<file path="config.mk">
export PLATFORM = sky130hd
export DESIGN_NAME = dns_name_label_encoder
export DESIGN_NICKNAME = d
export VERILOG_FILES = /design/src/design/dnsle_pkg.sv /design/src/design/dns_name_label_encoder.sv
export VERILOG_INCLUDE_DIRS = /design/src /design/src/design
export SDC_FILE = /design/constraint.sdc
export NUM_CORES = 1
export LEC_CHECK = 0
export BUFFER_PORTS_ARGS = -buffer_cell sky130_fd_sc_hd__clkbuf_2
export CAP_MARGIN = 20
export CORE_ASPECT_RATIO = 0.7
export CORE_MARGIN = 5
export CORE_UTILIZATION = 54
export DETAILED_ROUTE_END_ITERATION = 8
export PLACE_DENSITY_LB_ADDON = 0.15
export SLEW_MARGIN = 20
export SYNTH_ARGS = -nofsm -noshare
export SYNTH_HDL_FRONTEND = slang
export SYNTH_SLANG_ARGS = --single-unit
export TNS_END_PERCENT = 5
</file>
<file path="constraint.sdc">
create_clock -name clk -period 4.8 [get_ports clk]
set_input_delay 0.96 -clock clk [delete_from_list [all_inputs] [get_ports clk]]
set_output_delay 0.96 -clock clk [all_outputs]
set_load 0.01 [all_outputs]
</file>
<file path="src/design/assert_macros.svh">
// Assertion macros used by the design file dns_name_label_encoder.sv.
`ifndef ASSERT_MACROS_SVH
`define ASSERT_MACROS_SVH

// Same-cycle implication, disabled while in reset
`define AST_IMPL(lbl, ante, cons, msg) \
	lbl: assert property (@(posedge clk) disable iff (!arst_n) (ante) |-> (cons)) \
		else $error(msg);

// Next-cycle implication, disabled while in reset
`define AST_NEXT(lbl, ante, cons, msg) \
	lbl: assert property (@(posedge clk) disable iff (!arst_n) (ante) |=> (cons)) \
		else $error(msg);

`endif

</file>
<file path="src/design/dnsle_pkg.sv">
// Package for the DNS name label encoder: constants and result beat type.
`timescale 1ns / 1ps
`default_nettype none
package dnsle_pkg;

	localparam int unsigned MAX_NAME_BYTES = 256;
	// write_addr is 8 bits, so no more than 256 bytes can be addressed
	localparam int unsigned ADDR_SPAN = 256;
	localparam int unsigned CAP_LIMIT =
		(MAX_NAME_BYTES < ADDR_SPAN) ? MAX_NAME_BYTES : ADDR_SPAN;

	localparam logic [7:0] CH_END = 8'h00;
	localparam logic [7:0] CH_DOT = 8'h2e;
	localparam logic [8:0] CAP_MAX = 9'(CAP_LIMIT);
	localparam logic [8:0] CNT_SAT = 9'h1ff;

	// one output beat
	typedef struct packed {
		logic [7:0] write_addr;
		logic [7:0] write_byte;
		logic       write_enable;
		logic       run_last;
		logic       name_done;
		logic       overflow;
	} res_t;

endpackage
`default_nettype wire

</file>
<file path="src/design/dns_name_label_encoder.sv">
// DNS name label encoder: dotted name characters in, wire-form buffer writes out.
//
//  channel | dir | tdata / data            | tuser                          | tlast
//  --------+-----+-------------------------+--------------------------------+---------
//  s_*     | in  | [7:0] name_char         | -                              | -
//  m_*     | out | [7:0] addr, [15:8] byte | [0] wr_en, [1] done, [2] ovf   | run_last
//  cfg_*   | in  | [8:0] buffer_capacity   | -                              | -
//
// One character per cycle when the output is free: an input register feeds
// one pass of counter update and capacity compare into the result register.
// The end-of-name zero with a non-empty open label and no overflow gives two
// beats, so it holds the input stage while the second beat waits in ext_q;
// all other characters give one. Results leave through a two-entry output
// register pair; m_tready low stalls the pass and then s_tready.
// arst_n resets name state, clears valid flags and sets buffer_capacity to 256.
`timescale 1ns / 1ps
`default_nettype none
`include "assert_macros.svh"
module dns_name_label_encoder (
	input  wire logic        clk,
	input  wire logic        arst_n,
	// input characters
	input  wire logic        s_tvalid,
	output logic             s_tready,
	input  wire logic [7:0]  s_tdata,   // [7:0] name_char
	// buffer writes
	output logic             m_tvalid,
	input  wire logic        m_tready,
	output logic [15:0]      m_tdata,   // [7:0] write_addr, [15:8] write_byte
	output logic [2:0]       m_tuser,   // [0] write_enable, [1] name_done, [2] overflow
	output logic             m_tlast,   // run_last
	// capacity register
	input  wire logic        cfg_valid,
	output logic             cfg_ready,
	input  wire logic [8:0]  cfg_data
);
	import dnsle_pkg::*;

	logic [8:0] capacity_q;
	logic       in_valid_s1;
	logic [7:0] in_char_s1;
	logic [8:0] wpos_q;
	logic [7:0] lstart_q;
	logic [8:0] ccount_q;
	logic       err_q;
	res_t       out_q, ext_q;
	logic       out_valid_q, ext_valid_q;

	logic       out_free, fire;
	logic       is_end, is_dot, err_now, lbl_empty, two_beats;
	logic [8:0] cap_eff, cc_next;
	logic [9:0] need;
	logic [7:0] lbl_len;
	res_t       beat0, beat1;

	// handshakes
	assign cfg_ready = 1'b1;
	assign out_free  = !out_valid_q || (m_tready && !ext_valid_q);
	assign fire      = in_valid_s1 && out_free;
	assign s_tready  = !in_valid_s1 || fire;

	// capacity register
	always_ff @(posedge clk or negedge arst_n) begin
		if (!arst_n) begin
			capacity_q <= 9'd256;
		end else if (cfg_valid && cfg_ready) begin
			capacity_q <= cfg_data;
		end
	end

	// input register
	always_ff @(posedge clk or negedge arst_n) begin
		if (!arst_n) begin
			in_valid_s1 <= 1'b0;
		end else if (s_tready) begin
			in_valid_s1 <= s_tvalid;
		end
	end

	always_ff @(posedge clk) begin
		if (s_tready && s_tvalid) begin
			in_char_s1 <= s_tdata;
		end
	end

	// encode pass
	always_comb begin
		is_end    = (in_char_s1 == CH_END);
		is_dot    = (in_char_s1 == CH_DOT);
		cap_eff   = (capacity_q > CAP_MAX) ? CAP_MAX : capacity_q;
		cc_next   = (is_end || ccount_q == CNT_SAT) ? ccount_q : ccount_q + 9'd1;
		need      = {1'b0, cc_next} + 10'd2;
		err_now   = err_q || (need > {1'b0, cap_eff});
		lbl_len   = 8'(wpos_q - {1'b0, lstart_q} - 9'd1);
		lbl_empty = (wpos_q == {1'b0, lstart_q} + 9'd1);
		two_beats = is_end && !err_now && !lbl_empty;

		beat0 = '{write_addr: 8'h00, write_byte: 8'h00, write_enable: 1'b0,
			run_last: 1'b1, name_done: is_end, overflow: 1'b1};
		beat1 = '{write_addr: wpos_q[7:0], write_byte: 8'h00, write_enable: 1'b1,
			run_last: 1'b1, name_done: 1'b1, overflow: 1'b0};

		if (!err_now) begin
			beat0.overflow     = 1'b0;
			beat0.write_enable = 1'b1;
			if (is_end) begin
				beat0.write_addr = lstart_q;
				beat0.write_byte = lbl_empty ? 8'h00 : lbl_len;
				beat0.run_last   = lbl_empty;
			end else if (is_dot) begin
				beat0.write_addr = lstart_q;
				beat0.write_byte = lbl_len;
			end else begin
				beat0.write_addr = wpos_q[7:0];
				beat0.write_byte = in_char_s1;
			end
		end
	end

	// name state
	always_ff @(posedge clk or negedge arst_n) begin
		if (!arst_n) begin
			wpos_q   <= 9'd1;
			lstart_q <= 8'd0;
			ccount_q <= 9'd0;
			err_q    <= 1'b0;
		end else if (fire) begin
			if (is_end) begin
				wpos_q   <= 9'd1;
				lstart_q <= 8'd0;
				ccount_q <= 9'd0;
				err_q    <= 1'b0;
			end else begin
				ccount_q <= cc_next;
				err_q    <= err_now;
				if (!err_now) begin
					wpos_q <= wpos_q + 9'd1;
					if (is_dot) begin
						lstart_q <= wpos_q[7:0];
					end
				end
			end
		end
	end

	// output register pair: out_q is on the bus, ext_q holds a second beat
	always_ff @(posedge clk or negedge arst_n) begin
		if (!arst_n) begin
			out_valid_q <= 1'b0;
			ext_valid_q <= 1'b0;
		end else if (fire) begin
			out_valid_q <= 1'b1;
			ext_valid_q <= two_beats;
		end else if (out_valid_q && m_tready) begin
			if (ext_valid_q) begin
				ext_valid_q <= 1'b0;
			end else begin
				out_valid_q <= 1'b0;
			end
		end
	end

	always_ff @(posedge clk) begin
		if (fire) begin
			out_q <= beat0;
			ext_q <= beat1;
		end else if (out_valid_q && m_tready && ext_valid_q) begin
			out_q <= ext_q;
		end
	end

	assign m_tvalid = out_valid_q;
	assign m_tdata  = {out_q.write_byte, out_q.write_addr};
	assign m_tuser  = {out_q.overflow, out_q.name_done, out_q.write_enable};
	assign m_tlast  = out_q.run_last;

	// checks
	`AST_IMPL(a_ext_needs_out, ext_valid_q, out_valid_q, "second beat without first")
	`AST_NEXT(a_ext_holds, ext_valid_q && !m_tready, ext_valid_q && out_valid_q,
		"second beat lost under stall")
	`AST_IMPL(a_nowrite_zero, m_tvalid && !m_tuser[0], m_tdata == 16'h0000,
		"non-write beat carries data")
	`AST_IMPL(a_ovf_nowrite, m_tvalid && m_tuser[2], !m_tuser[0] && m_tlast,
		"overflow beat carries a write")

endmodule
`default_nettype wire
</file>
==> metrics.md <==
| Metric | Value |
|---|---|
| Ys Warns | `0` |
| Layout cells sized above 1 | `0.216` |
| Critical path class | `flop to flop` |
| Hold Crit Class | `flop to flop` |
| Register bit total from synthesis | `75` |
| Startpoint types | `flop` |
| Max frequency | `0.218 GHz` |
| Pre-Repair DR Iteration Count | `7` |
| TritonCTS clock tree | `built` |
| Half-perimeter wire length after placement | `7800 um` |
| WL per Instance | `18.0 um` |
| P per Cell Area | `just under 500 nW/um2` |
| Worst Tran Pin Value | `0.954 ns` |
| Antenna Cells | `0` |
| Status | `complete, no violations` |
| Vias in the first global route | `around 3,400` |
| First-pass GRT wire length | `17,800 um` |
| Netlist cell types | `60` |
| Htree depth | `3` |
| Most used flip-flop cell after synthesis | `dfrtp_1` |
| DP Cell Count | `579` |
| Worst slew margin | `0.354` |
| Initial DRC Count | `375` |
| Drt drc | `0` |
| Fin crit period | `4.59 ns` |
| Cell Chain, Critical Path | `ha_1 > nand3_1 > nor2_1 > ha_2 > a21oi_2 > nand2_1 > xnor2_1 > ha_2 > nand2b_1 > mux2i_2 > mux2_4 > a32oi_2 > xnor2_1 > ha_1 > a211o_1 > o311ai_2 > nand2b_1 > a21o_1 > a211o_1 > mux2_4` |
| Final Cycle Share | `0.956` |
| Mean post-synth cell area | `10.2 um2` |
| Die Height | `around 86 um` |
| Worst VDD drop | `0.000360 V` |
| Rows | `27` |
| Area grow syn2layout | `16.2%` |
| EDFF count, synth | `36` |
| Final instance area | `a little over 5000 um2` |
| Sequential share of the synthesized area | `0.464` |
| Top Ports | `between 40 and 50` |
| Fillers | `between 600 and 700` |
| Final Slew Violations | `0` |
| Crit path DAT | `4.80 ns` |
| CTS max path bufs | `2` |
| Aggregate global routing overflow | `0` |
| Final Setup Violations | `0` |
| Die Span X | `between 100 and 150 um` |
| CTS sink count | `75` |
| Port Buffer Count | `43` |
| Initial Utilization | `0.559` |
| Worst path max stage delay | `0.49 ns` |
| Die area | `10,200 um2` |
| Total core area | `7940 um2` |
| CP endpoint kind | `flop` |
| Tot GR Track Use | `0.222` |
| Critical path's slowest cell | `a211o_1` |
| Critical Path RT | `5.02 ns` |
| Routed WL | `~11,000 um` |
| Leakage | `between 2 and 2.5 nW` |
| Max Cap Viol | `0` |
| Async set or reset register ratio after synthesis | `0.520` |
| RD Place Congestion | `about 0.94` |
| Clk_lat worst skew | `0.34 ns` |
| Total power | `2.56 mW` |
| Non-filler instance count after layout | `596` |
| CP Max Fanout | `8` |
| Clock transition at path regs | `roughly 0.06 ns` |
| Hold Violations, Final | `0` |
| DRT antenna net count | `0` |
| Largest net degree at the start of global routing | `40` |
| Vias per cell | `6.01` |
| Clk_skew | `around 0.0064 ns` |
| # nets final | `about 530` |
| Vias | `3,580` |
| Synthesized instance count | `437` |
| Syn_nets | `481` |
| DP Area | `4820 um2` |
| Initial antenna violation count | `0` |
| CTS Buf Count | `9` |
| Clock root buffer master | `clkbuf_16` |
| Synth Cell Area | `4440 um2` |
-- per-stage QoR --
| stage | hold slack, ns | util | setup WS, ns | setup TNS, ns |
|---|---|---|---|---|
| floorplan | 0.441 | - | 0.232 | 0 |
| global placement | 0.484 | 0.607 | 0.241 | 0 |
| detailed placement | 0.462 | 0.607 | 0.0785 | 0 |
| CTS | 0.475 | 0.643 | 0.0383 | 0 |
| global route | 0.528 | 0.649 | -0.0121 | -0.0183 |
| finish | 0.499 | 0.649 | 0.210 | 0 |
-- critical path: cells and delay by family, from the launching register on --
kind / cells / cell delay, ns
AOI/OAI and AO/OA: 6 / 1.47
xor gates and xnor gates: 2 / 0.34
adders and majority gates: 4 / 0.88
DFF: 1 / 0.38
muxes: 3 / 0.97
and+or+nand+nor: 5 / 0.43
-- path summary, 6_finish.rpt --
path	depth (start not counted)	start	slack, ns	to
setup / recovery	20	ccount_q[0]$_DFFE_PN0P_	0.21	lstart_q[2]$_DFFE_PN0P_
hold / removal	1	capacity_q[0]$_DFFE_PN0P_	0.50	capacity_q[0]$_DFFE_PN0P_
min in group asynchronous	1	arst_n	0.74	capacity_q[5]$_DFFE_PN0P_
hold reg to reg	1	capacity_q[0]$_DFFE_PN0P_	0.50	capacity_q[0]$_DFFE_PN0P_
setup reg to reg	20	ccount_q[0]$_DFFE_PN0P_	0.21	lstart_q[2]$_DFFE_PN0P_
max in group asynchronous	1	arst_n	3.49	lstart_q[4]$_DFFE_PN0P_
-- synth_stat cells (11+ instances only) --
| library cell | instances | area share |
|---|---|---|
| nor2_1 | 25 | 0.021 |
| nand2_1 | 50 | 0.042 |
| nand3_1 | 15 | 0.017 |
| dfrtp_1 | 37 | 0.21 |
| a21oi_1 | 23 | 0.026 |
| inv_1 | 23 | 0.019 |
| xnor2_1 | 18 | 0.036 |
| edfxtp_1 | 36 | 0.24 |
| o21ai_0 | 38 | 0.043 |
| clkbuf_1 | 11 | 0.0093 |
| ha_1 | 21 | 0.059 |
-- layer usage --
layer / track usage / vias up / wire length [um]
met1: 0.335 / 1685 / 5090
met2: 0.306 / 190 / 4380
li1: - / 1691 / -
met5: 0 / - / 0
met3: 0.0606 / 14 / 1080
met4: 0.0750 / 0 / 166
-- cells in the final DEF, fill, tap and decap left out, types with 15 or more instances in the layout --
cell type,netlist,layout
nand2_1,50,49
clkbuf_2,0,42
o21ai_0,38,38
dfrtp_1,37,37
edfxtp_1,36,36
nor2_1,25,24
inv_1,23,23
a21oi_1,23,22
ha_1,21,19
xnor2_1,18,18
buf_4,2,16
nand3_1,15,15
-- what timing repair did --
item,CTS,global route
endpoints found under the setup margin,0,32
hold endpoints to repair,0,0
hold buffers,0,0
resized for setup,0,9
buffers inserted,0,1
-- logic make-up after synthesis --
group           share of synthesized area
flops                               0.464
fa+ha+maj                          0.0637
xor+xnor                           0.0550
compound gates                      0.139
buf+inv                            0.0384
simple gates                        0.183
mux                                0.0558
other cells                      0.000845
-- state kept, by name, indices dropped and copies added, names as in the netlist, 3 cells and up --
signal and cells:
ext_q 8, ccount_q 9, capacity_q 9, wpos_q 9, m_tuser 3, in_char_s1 8, m_tdata 16, lstart_q 8
-- cell type report --
| type | instances | area [um2] | share of cell area |
|---|---|---|---|
| clock inverters | 6 | 56.3 | 0.0109 |
| multi-input cells | 320 | 2250 | 0.437 |
| inverters | 25 | 93.8 | 0.0182 |
| flip-flops and latches | 75 | 2060 | 0.400 |
| well taps | 101 | 126 | 0.0245 |
| clock buffers | 10 | 229 | 0.0444 |
| repair buffers | 59 | 335 | 0.0650 |
-- power by group --
| group | internal, mW | switching [mW] |
|---|---|---|
| clock | 0.398 | 0.258 |
| combinational | 0.414 | 0.553 |
| sequential | 0.808 | 0.133 |
| total | 1.62 | 0.944 |
Note: power is estimated with default switching activity, not from simulation.
